**src/design/mvc_pkg.sv**
```systemverilog
`timescale 1ns / 1ps
`default_nettype none
package mvc_pkg;

	localparam int MAX_BALLS = 16;
	localparam int MAX_GRID = 32;
	localparam int BALL_IDX_W = $clog2(MAX_BALLS);
	localparam int BALL_CNT_W = $clog2(MAX_BALLS + 1);
	localparam int GRID_W = $clog2(MAX_GRID + 2);

	localparam int DVD_W = 52;
	localparam int DVS_W = 34;
	localparam int CNT_W = $clog2(DVD_W + 1);

	localparam logic [33:0] SQ_FLOOR = 34'd26844;
	localparam logic [31:0] ENERGY_MAX = 32'hFFFF_FFFF;

	localparam logic [1:0] CFG_BALL_COUNT = 2'd0;
	localparam logic [1:0] CFG_GRID_SIZE = 2'd1;
	localparam logic [1:0] CFG_ISO_LEVEL = 2'd2;

	localparam logic REQ_LOAD = 1'b0;
	localparam logic REQ_CLASSIFY = 1'b1;

	typedef struct packed {
		logic req_type;
		logic [3:0] ball_slot;
		logic signed [15:0] ball_px;
		logic signed [15:0] ball_py;
		logic signed [15:0] ball_pz;
		logic [15:0] ball_mass;
		logic [4:0] voxel_x;
		logic [4:0] voxel_y;
		logic [4:0] voxel_z;
	} req_t;

	typedef struct packed {
		logic [7:0] cube_case;
		logic voxel_full;
		logic energy_clipped;
	} rsp_t;

	typedef struct packed {
		logic signed [15:0] px;
		logic signed [15:0] py;
		logic signed [15:0] pz;
		logic [15:0] mass;
	} ball_t;

	typedef struct packed {
		logic start;
		logic [DVD_W-1:0] dividend;
		logic [DVS_W-1:0] divisor;
	} div_req_t;

	typedef struct packed {
		logic done;
		logic [DVD_W-1:0] quotient;
	} div_rsp_t;

	// Corner offsets as {z, y, x} in marching-cubes order.
	function automatic logic [2:0] corner_off(input logic [2:0] k);
		logic [2:0] r;
		case (k)
			3'd0: r = 3'b000;
			3'd1: r = 3'b001;
			3'd2: r = 3'b101;
			3'd3: r = 3'b100;
			3'd4: r = 3'b010;
			3'd5: r = 3'b011;
			3'd6: r = 3'b111;
			default: r = 3'b110;
		endcase
		return r;
	endfunction

endpackage
`default_nettype wire

```
**src/design/mvc_ball_cell.sv**
```systemverilog
`timescale 1ns / 1ps
`default_nettype none
module mvc_ball_cell
	import mvc_pkg::*;
(
	input wire logic clk,
	input wire logic arst_n,
	input wire logic load,
	input wire logic shift,
	input wire ball_t load_data,
	input wire ball_t shift_in,
	output ball_t held
);

	ball_t ball_q;

	always_ff @(posedge clk or negedge arst_n) begin
		if (!arst_n) begin
			ball_q <= '0;
		end else if (load) begin
			ball_q <= load_data;
		end else if (shift) begin
			ball_q <= shift_in;
		end
	end

	assign held = ball_q;

endmodule
`default_nettype wire

```
**src/design/mvc_divider.sv**
```systemverilog
`timescale 1ns / 1ps
`default_nettype none
module mvc_divider
	import mvc_pkg::*;
(
	input wire logic clk,
	input wire logic arst_n,
	input wire div_req_t req,
	output div_rsp_t rsp
);

	logic [DVS_W:0] rem_q;
	logic [DVD_W-1:0] dvd_q;
	logic [DVS_W-1:0] dvs_q;
	logic [CNT_W-1:0] cnt_q;
	logic run_q;
	logic done_q;
	logic [DVS_W+1:0] trial;
	logic [DVS_W:0] shifted;

	always_comb begin
		shifted = {rem_q[DVS_W-1:0], dvd_q[DVD_W-1]};
		trial = {1'b0, shifted} - {2'b00, dvs_q};
	end

	always_ff @(posedge clk or negedge arst_n) begin
		if (!arst_n) begin
			run_q <= 1'b0;
			done_q <= 1'b0;
			cnt_q <= '0;
		end else begin
			done_q <= 1'b0;
			if (req.start) begin
				run_q <= 1'b1;
				cnt_q <= CNT_W'(DVD_W);
			end else if (run_q) begin
				cnt_q <= cnt_q - 1'b1;
				if (cnt_q == CNT_W'(1)) begin
					run_q <= 1'b0;
					done_q <= 1'b1;
				end
			end
		end
	end

	always_ff @(posedge clk) begin
		if (req.start) begin
			rem_q <= '0;
			dvd_q <= req.dividend;
			dvs_q <= req.divisor;
		end else if (run_q) begin
			if (!trial[DVS_W+1]) begin
				rem_q <= trial[DVS_W:0];
				dvd_q <= {dvd_q[DVD_W-2:0], 1'b1};
			end else begin
				rem_q <= shifted;
				dvd_q <= {dvd_q[DVD_W-2:0], 1'b0};
			end
		end
	end

	assign rsp.done = done_q;
	assign rsp.quotient = dvd_q;

endmodule
`default_nettype wire

```
**src/design/metaball_voxel_classifier.sv**
```systemverilog
`timescale 1ns / 1ps
`default_nettype none
// A load beat writes one ball slot and gives no result. A classify beat
// walks the 8 corners: a border corner goes straight to evaluation, and
// for any other the single bit-serial divider works out grid coordinates
// and every ball term, while the ball ring turns one cell per ball step.
// The result is on result for one cycle with result_valid high and
// cannot be held off; busy is high from an accepted classify beat until then.
module metaball_voxel_classifier
	import mvc_pkg::*;
(
	input wire logic clk,
	input wire logic arst_n,
	input wire logic start,
	output logic busy,
	input wire req_t req,
	input wire logic cfg_we,
	input wire logic [1:0] cfg_index,
	input wire logic [30:0] cfg_wdata,
	output logic result_valid,
	output rsp_t result
);

	localparam logic [2:0] S_IDLE = 3'd0;
	localparam logic [2:0] S_CORNER = 3'd1;
	localparam logic [2:0] S_COORD = 3'd2;
	localparam logic [2:0] S_COORD_W = 3'd3;
	localparam logic [2:0] S_BALL = 3'd4;
	localparam logic [2:0] S_SQ = 3'd5;
	localparam logic [2:0] S_DIV_W = 3'd6;
	localparam logic [2:0] S_EVAL = 3'd7;

	logic [2:0] state_q;
	logic [4:0] ball_count_q;
	logic [5:0] grid_size_q;
	logic [30:0] iso_level_q;
	logic [4:0] vx_q, vy_q, vz_q;
	logic [2:0] corner_q;
	logic [1:0] axis_q;
	logic signed [16:0] gw_q [3];
	logic [BALL_CNT_W-1:0] idx_q;
	logic [32:0] acc_q;
	logic sat_q;
	logic [33:0] sq_q;
	logic [7:0] case_q;
	logic clip_q;
	logic result_valid_q;
	rsp_t result_q;

	ball_t held [MAX_BALLS];
	logic ring_shift;
	div_req_t div_req;
	div_rsp_t div_rsp;

	logic [GRID_W-1:0] geff;
	logic [BALL_CNT_W-1:0] neff;
	logic [2:0] off;
	logic [GRID_W-1:0] cx, cy, cz, csel;
	logic border;
	logic signed [17:0] dsel;
	logic signed [35:0] prod;
	logic [33:0] sq_sum;
	logic [33:0] sq_fl;
	logic [32:0] acc_sum;
	logic [31:0] energy;

	always_comb begin
		if (grid_size_q < 6'd2) begin
			geff = GRID_W'(2);
		end else if (GRID_W'(grid_size_q) > GRID_W'(MAX_GRID)) begin
			geff = GRID_W'(MAX_GRID);
		end else begin
			geff = GRID_W'(grid_size_q);
		end
		if (BALL_CNT_W'(ball_count_q) > BALL_CNT_W'(MAX_BALLS)) begin
			neff = BALL_CNT_W'(MAX_BALLS);
		end else begin
			neff = BALL_CNT_W'(ball_count_q);
		end
		off = corner_off(corner_q);
		cx = GRID_W'(vx_q) + GRID_W'(off[0]);
		cy = GRID_W'(vy_q) + GRID_W'(off[1]);
		cz = GRID_W'(vz_q) + GRID_W'(off[2]);
		border = (cx >= geff) || (cy >= geff) || (cz >= geff) ||
			(cx == '0) || (cy == '0) || (cz == '0);
		case (axis_q)
			2'd0: csel = cx;
			2'd1: csel = cy;
			default: csel = cz;
		endcase
		case (axis_q)
			2'd0: dsel = 18'(held[0].px) - 18'(gw_q[0]);
			2'd1: dsel = 18'(held[0].py) - 18'(gw_q[1]);
			default: dsel = 18'(held[0].pz) - 18'(gw_q[2]);
		endcase
		prod = dsel * dsel;
		sq_sum = sq_q + prod[33:0];
		sq_fl = (sq_sum < SQ_FLOOR) ? SQ_FLOOR : sq_sum;
		acc_sum = acc_q + div_rsp.quotient[32:0];
		energy = sat_q ? ENERGY_MAX : acc_q[31:0];
	end

	always_comb begin
		div_req = '0;
		ring_shift = 1'b0;
		unique case (state_q)
			S_COORD: begin
				div_req.start = 1'b1;
				div_req.dividend = DVD_W'({csel, 15'd0}) + DVD_W'(geff >> 1);
				div_req.divisor = DVS_W'(geff);
			end
			S_SQ: begin
				if (axis_q == 2'd2) begin
					div_req.start = 1'b1;
					div_req.dividend = {held[0].mass, 36'd0};
					div_req.divisor = sq_fl;
				end
			end
			S_BALL: begin
				if (idx_q != BALL_CNT_W'(MAX_BALLS) && !(idx_q < neff && !sat_q)) begin
					ring_shift = 1'b1;
				end
			end
			S_DIV_W: ring_shift = div_rsp.done;
			default: ring_shift = 1'b0;
		endcase
	end

	mvc_divider u_div (
		.clk(clk),
		.arst_n(arst_n),
		.req(div_req),
		.rsp(div_rsp)
	);

	for (genvar i = 0; i < MAX_BALLS; i++) begin : g_ring
		localparam int NEXT = (i + 1) % MAX_BALLS;
		ball_t load_data;
		assign load_data = '{px: req.ball_px, py: req.ball_py, pz: req.ball_pz,
			mass: req.ball_mass};
		mvc_ball_cell u_cell (
			.clk(clk),
			.arst_n(arst_n),
			.load(start && !busy && req.req_type == REQ_LOAD &&
				req.ball_slot == BALL_IDX_W'(i)),
			.shift(ring_shift),
			.load_data(load_data),
			.shift_in(held[NEXT]),
			.held(held[i])
		);
	end

	always_ff @(posedge clk or negedge arst_n) begin
		if (!arst_n) begin
			ball_count_q <= 5'd4;
			grid_size_q <= 6'd32;
			iso_level_q <= 31'd6553600;
		end else if (cfg_we) begin
			unique case (cfg_index)
				CFG_BALL_COUNT: ball_count_q <= cfg_wdata[4:0];
				CFG_GRID_SIZE: grid_size_q <= cfg_wdata[5:0];
				CFG_ISO_LEVEL: iso_level_q <= cfg_wdata;
				default: ;
			endcase
		end
	end

	always_ff @(posedge clk or negedge arst_n) begin
		if (!arst_n) begin
			state_q <= S_IDLE;
			result_valid_q <= 1'b0;
			corner_q <= '0;
			axis_q <= '0;
			idx_q <= '0;
		end else begin
			result_valid_q <= 1'b0;
			unique case (state_q)
				S_IDLE: begin
					if (start && req.req_type == REQ_CLASSIFY) begin
						corner_q <= '0;
						state_q <= S_CORNER;
					end
				end
				S_CORNER: begin
					axis_q <= '0;
					idx_q <= '0;
					state_q <= border ? S_EVAL : S_COORD;
				end
				S_COORD: state_q <= S_COORD_W;
				S_COORD_W: begin
					if (div_rsp.done) begin
						axis_q <= axis_q + 1'b1;
						state_q <= (axis_q == 2'd2) ? S_BALL : S_COORD;
					end
				end
				S_BALL: begin
					axis_q <= '0;
					if (idx_q == BALL_CNT_W'(MAX_BALLS)) begin
						state_q <= S_EVAL;
					end else if (idx_q < neff && !sat_q) begin
						state_q <= S_SQ;
					end else begin
						idx_q <= idx_q + 1'b1;
					end
				end
				S_SQ: begin
					axis_q <= axis_q + 1'b1;
					if (axis_q == 2'd2) begin
						state_q <= S_DIV_W;
					end
				end
				S_DIV_W: begin
					if (div_rsp.done) begin
						idx_q <= idx_q + 1'b1;
						state_q <= S_BALL;
					end
				end
				S_EVAL: begin
					corner_q <= corner_q + 1'b1;
					if (corner_q == 3'd7) begin
						state_q <= S_IDLE;
						result_valid_q <= 1'b1;
					end else begin
						state_q <= S_CORNER;
					end
				end
				default: state_q <= S_IDLE;
			endcase
		end
	end

	always_ff @(posedge clk) begin
		unique case (state_q)
			S_IDLE: begin
				vx_q <= req.voxel_x;
				vy_q <= req.voxel_y;
				vz_q <= req.voxel_z;
				case_q <= '0;
				clip_q <= 1'b0;
			end
			S_CORNER: begin
				acc_q <= '0;
				sat_q <= 1'b0;
			end
			S_COORD_W: begin
				if (div_rsp.done) begin
					gw_q[axis_q] <= $signed({1'b0, div_rsp.quotient[15:0]}) - 17'sd16384;
				end
			end
			S_BALL: sq_q <= '0;
			S_SQ: sq_q <= sq_sum;
			S_DIV_W: begin
				if (div_rsp.done) begin
					if (div_rsp.quotient[DVD_W-1:32] != '0 ||
						acc_sum >= {1'b0, ENERGY_MAX}) begin
						sat_q <= 1'b1;
					end else begin
						acc_q <= acc_sum;
					end
				end
			end
			S_EVAL: begin
				case_q[corner_q] <= energy > {1'b0, iso_level_q};
				clip_q <= clip_q | (energy == ENERGY_MAX);
				if (corner_q == 3'd7) begin
					result_q.cube_case <= {energy > {1'b0, iso_level_q}, case_q[6:0]};
					result_q.voxel_full <= (energy > {1'b0, iso_level_q}) &&
						(case_q[6:0] == 7'h7F);
					result_q.energy_clipped <= clip_q | (energy == ENERGY_MAX);
				end
			end
			default: ;
		endcase
	end

	assign busy = (state_q != S_IDLE);
	assign result_valid = result_valid_q;
	assign result = result_q;

	a_result_when_idle: assert property (@(posedge clk) disable iff (!arst_n)
		result_valid |-> !busy)
		else $error("result beat while busy");

	a_full_means_all: assert property (@(posedge clk) disable iff (!arst_n)
		result_valid && result.voxel_full |-> result.cube_case == 8'hFF)
		else $error("voxel_full without all corners inside");

	a_load_no_result: assert property (@(posedge clk) disable iff (!arst_n)
		start && !busy && req.req_type == REQ_LOAD |=> !busy && !result_valid)
		else $error("load beat caused work or a result");

endmodule
`default_nettype wire
```
**config.mk**
```make
export PLATFORM = sky130hd
export DESIGN_NAME = metaball_voxel_classifier
export DESIGN_NICKNAME = d
export VERILOG_FILES = /design/src/design/mvc_pkg.sv /design/src/design/mvc_ball_cell.sv /design/src/design/mvc_divider.sv /design/src/design/metaball_voxel_classifier.sv
export SDC_FILE = /design/constraint.sdc
export NUM_CORES = 2
export LEC_CHECK = 0
export BUFFER_PORTS_ARGS = -buffer_cell sky130_fd_sc_hd__buf_4
export CAP_MARGIN = 20
export CELL_PAD_IN_SITES_DETAIL_PLACEMENT = 0
export CELL_PAD_IN_SITES_GLOBAL_PLACEMENT = 1
export CORE_MARGIN = 2
export CORE_UTILIZATION = 55
export DETAILED_ROUTE_END_ITERATION = 10
export GPL_ROUTABILITY_DRIVEN = 0
export GPL_TIMING_DRIVEN = 0
export PLACE_DENSITY_LB_ADDON = 0.05
export SYNTH_ARGS = -nofsm -noshare
export SYNTH_HDL_FRONTEND = slang
export SYNTH_SLANG_ARGS = --single-unit
```
**constraint.sdc**
```tcl
create_clock -name clk -period 23.6 [get_ports clk]
set_input_delay 2.36 -clock clk [delete_from_list [all_inputs] [get_ports clk]]
set_output_delay 2.36 -clock clk [all_outputs]
set_load 0.005 [all_outputs]
```
==> results_tabular.tex <==
\begin{tabular}{lr}
\hline
Metric & Value \\
\hline
\multicolumn{2}{l}{\textbf{Run status}} \\
Result of the run & finished, violations left \\
Violated checks & design-rule violations \\
\multicolumn{2}{l}{\textbf{Critical path}} \\
End of the worst register-to-register path & u\_div.dvs\_q[30] \\
Maximum net fanout on the critical path & 10 \\
Critical Path RT & 24.08 ns \\
Startpoint of the worst-slack reg-to-reg timing path & axis\_q[1] \\
CP Class & reg2reg \\
Reg-to-reg slack, setup & 11.11 ns \\
Endpoint class of the critical path & flip-flop \\
Slowest cell on the critical path & sky130\_fd\_sc\_hd\_\_xor2\_1 \\
Crit-path max cell delay & 0.75 ns \\
Arrival time worst endpoint & 12.97 ns \\
Depth of the worst register-to-register path & 34 \\
Launching element of the worst setup path & axis\_q[1] \\
Type of element launching the critical path & flip-flop \\
\multicolumn{2}{l}{\textbf{Synth}} \\
Synth area leaders & sky130\_fd\_sc\_hd\_\_dfrtp\_1 (34\%), sky130\_fd\_sc\_hd\_\_mux2i\_1 (13\%), sky130\_fd\_sc\_hd\_\_edfxtp\_1 (9.0\%) \\
Number of enable flip-flop cells after synthesis & 238 \\
Top-area cell type share of the netlist area & 34.0\% \\
Cell area after technology mapping & 79700 um\^{}2 \\
Synthesis-stage register bit count & 1360 \\
Synth Net Count & 8737 \\
Number of distinct library cells after synthesis & 103 \\
Synthesized area divided by synthesized cell count & 9.96 um\^{}2 \\
Proportion of synthesized chip area in sequential cells & 44.0\% \\
Area leader, netlist & sky130\_fd\_sc\_hd\_\_dfrtp\_1 \\
Yosys warning count & 0 \\
Post-Synthesis Cells & 7999 \\
Fraction of synthesis flops using an asynchronous set or reset pin & 80.0\% \\
Most instantiated flip-flop cell in the synthesis netlist & sky130\_fd\_sc\_hd\_\_dfrtp\_1 \\
\multicolumn{2}{l}{\textbf{Placement}} \\
Post-Place Cells & 9999 \\
Post-detailed-placement half-perimeter wirelength & 183000 um \\
Input/output buffers & 68 \\
\multicolumn{2}{l}{\textbf{Final layout}} \\
Sequential standard cell area & 35100 um\^{}2 \\
Most frequent cells in the layout & sky130\_fd\_sc\_hd\_\_nand2\_1 (1286), sky130\_fd\_sc\_hd\_\_o21ai\_0 (1141), sky130\_fd\_sc\_hd\_\_dfrtp\_1 (1083), sky130\_fd\_sc\_hd\_\_mux2i\_1 (1047), sky130\_fd\_sc\_hd\_\_inv\_1 (559) \\
Area growth from synthesis to layout & 10.6\% \\
Number of standard cells in the layout, taps in and fillers out & 10300 \\
Filler cell count & 12500 \\
Net count reported at finish & 8989 \\
Fraction of final layout cells sized beyond drive strength 1 & 7.02\% \\
Most frequent standard cell in the layout excluding fill and tap cells & sky130\_fd\_sc\_hd\_\_nand2\_1 \\
Multi-input gate area & 40200 um\^{}2 \\
Fin util & 61.4\% \\
\multicolumn{2}{l}{\textbf{Timing}} \\
Setup repair after global routing missed its margin & false \\
Highest clock frequency the design can meet & 0.0801 GHz \\
Setup-violating endpoint count in the final report & 0 \\
Final-report hold violation count & 0 \\
Worst clock skew & 0.0507 ns \\
Final count of pins violating max slew & 0 \\
Fin Setup TNS & 0 ns \\
Post-route minimum period & 12.49 ns \\
Transition time at the pin with the least slew margin & 1.40 ns \\
Max-slew headroom & 6.43\% \\
Fin crit share & 52.9\% \\
\multicolumn{2}{l}{\textbf{Worst hold path}} \\
Start point of the worst min-delay path & u\_div.rem\_q[31] \\
Class of the tightest hold or removal check & reg2reg \\
Hold path endpoint & u\_div.rem\_q[32] \\
Hold Crit Depth & 2 \\
\multicolumn{2}{l}{\textbf{Die}} \\
Number of cell rows & 139 \\
Die outline area & 148000 um\^{}2 \\
Placeable Area & 144000 um\^{}2 \\
Count of boundary I/O pins & 133 \\
Die Wd & 385 um \\
Starting density of the core & 55.5\% \\
Y dimension of the die & 385 um \\
\multicolumn{2}{l}{\textbf{Detailed routing}} \\
Antenna-violating nets left & 0 \\
Average via count per standard cell & 5.91 \\
Routed via count & 60800 \\
Detailed-route wire length & 241000 um \\
Number of DRC violations after detailed-routing iteration 0 & 6160 \\
Number of design rule violations left after detail routing & 8 \\
Count of TritonRoute iterations in the first routing pass & 9 \\
Routed length per placed instance & 23.5 um \\
\multicolumn{2}{l}{\textbf{Clocking}} \\
\# resized after CTS & 0 \\
Clk slew on worst S/H paths & 0.06 ns \\
Sink Count & 1360 \\
Cts bufs inserted & 152 \\
Clock root buffer & sky130\_fd\_sc\_hd\_\_clkbuf\_16 \\
CTS tree & yes \\
Maximum clock path buffer count & 3 \\
Number of setup buffers added after CTS & 0 \\
Htree depth & 4 \\
Clk Latency, worst-skew pair & 0.81 ns \\
Post-cts hold buffer count & 0 \\
\multicolumn{2}{l}{\textbf{Global route}} \\
Residual overflow from global routing & 0 \\
Largest net degree at the start of global routing & 164 \\
Via count of the first global-routing pass & 59600 \\
Antenna violations before repair & 22 \\
Global-route wire length before repair & 368000 um \\
Overall track demand over capacity in global routing & 32.8\% \\
\multicolumn{2}{l}{\textbf{Flow run}} \\
Max capacitance violation total & 0 \\
\hline
\end{tabular}
==> metal layers <==
layer / vias up / GRT usage (%) / share of wire [%]
met5: - / 0 / 0.036
met4: 14 / 10.5 / 3.4
met3: 405 / 5.93 / 7.6
met2: 2220 / 49.5 / 44
met1: 30500 / 48.0 / 45
li1: 27700 / - / -
==> Yosys cell counts, types with 13 or more instances <==
master and number:
sky130_fd_sc_hd__edfxtp_1 238, sky130_fd_sc_hd__a211oi_1 16, sky130_fd_sc_hd__o31ai_1 13, sky130_fd_sc_hd__o21ai_0 1141
sky130_fd_sc_hd__nor4_1 21, sky130_fd_sc_hd__dfrtp_1 1083, sky130_fd_sc_hd__o21a_1 34, sky130_fd_sc_hd__nor2b_1 39
sky130_fd_sc_hd__or3_1 21, sky130_fd_sc_hd__a21o_1 74, sky130_fd_sc_hd__nand3_1 84, sky130_fd_sc_hd__ha_1 297
sky130_fd_sc_hd__and3_1 57, sky130_fd_sc_hd__nand2b_1 34, sky130_fd_sc_hd__inv_1 559, sky130_fd_sc_hd__a21oi_1 163
sky130_fd_sc_hd__or2_2 40, sky130_fd_sc_hd__mux2_2 45, sky130_fd_sc_hd__nand2_1 1287, sky130_fd_sc_hd__o211ai_1 23
sky130_fd_sc_hd__and2_1 23, sky130_fd_sc_hd__buf_1 35, sky130_fd_sc_hd__fa_1 320, sky130_fd_sc_hd__xor2_1 43
sky130_fd_sc_hd__buf_2 107, sky130_fd_sc_hd__a31oi_1 29, sky130_fd_sc_hd__dfxtp_1 34, sky130_fd_sc_hd__xnor2_1 94
sky130_fd_sc_hd__clkbuf_1 428, sky130_fd_sc_hd__nor2_1 276, sky130_fd_sc_hd__nand4_1 30, sky130_fd_sc_hd__nor3_1 59
sky130_fd_sc_hd__mux2i_1 1047
==> worst max-delay path, delay by kind of cell (launching register included) <==
family | cells | cell delay (ns)
flip-flops | 1 | 0.40
buffers and inverters | 11 | 3.41
adder cells (fa/ha/maj) | 9 | 4.16
AND/OR/NAND/NOR | 10 | 2.53
XOR/XNOR | 1 | 0.75
AO/OA/AOI/OAI | 3 | 0.89
==> how the worst max path moves through the flow <==
stage	to	slack (ns)	cells past startpoint
finish	u_div.dvs_q[30]	11.11	34
detailed placement	u_div.dvs_q[30]	11.41	37
floorplan	u_div.dvs_q[12]	14.22	38
global placement	g_ring[14].u_cell.held[7]	6.47	1
global route	u_div.dvs_q[30]	10.54	37
CTS	u_div.dvs_q[30]	11.23	38
==> flip-flops by register name, summed over array words and instances (netlist names), 31 cells and up <==
register	count
gw_q	51
u_div.dvs_q	34
sq_q	34
g_ring.u_cell.held	1024
u_div.rem_q	34
iso_level_q	31
u_div.dvd_q	52
acc_q	33
==> final cells by class <==
type / count / share of cell area [%]
multi-input cells: 5498 / 45.6
flip-flops and latches: 1360 / 39.8
clock buffers: 234 / 5.13
well taps: 1903 / 2.70
plain buffers: 573 / 2.62
inverters: 568 / 2.42
repair buffers: 98 / 1.25
clock inverters: 42 / 0.473
diodes: 10 / 0.0284
==> metrics by stage <==
stage | hold slack, ns | cell area [um^2] | setup slack (ns)
floorplan | 0.451 | 79700 | 14.22
global placement | 0.468 | 82600 | 6.47
detailed placement | 0.482 | 83200 | 11.41
CTS | 0.500 | 88100 | 11.23
global route | 0.510 | 88100 | 10.54
finish | 0.501 | 88100 | 11.11
==> cells by family (layout without fill, tap and decap cells) <==
group,count (synthesis),count (layout),share of synthesized area (%)
XOR/XNOR,137,137,1.51
adder cells (fa/ha/maj),617,617,12.7
flip-flops,1360,1360,44.0
AND/OR/NAND/NOR,2028,2028,10.9
multiplexers,1093,1093,13.8
other,0,10,0
AO/OA/AOI/OAI,1623,1623,11.5
buffers and inverters,1141,1515,5.57
Power is not shown: default switching activity piles up to over one toggle a cycle in this logic, so the estimate is an artifact.
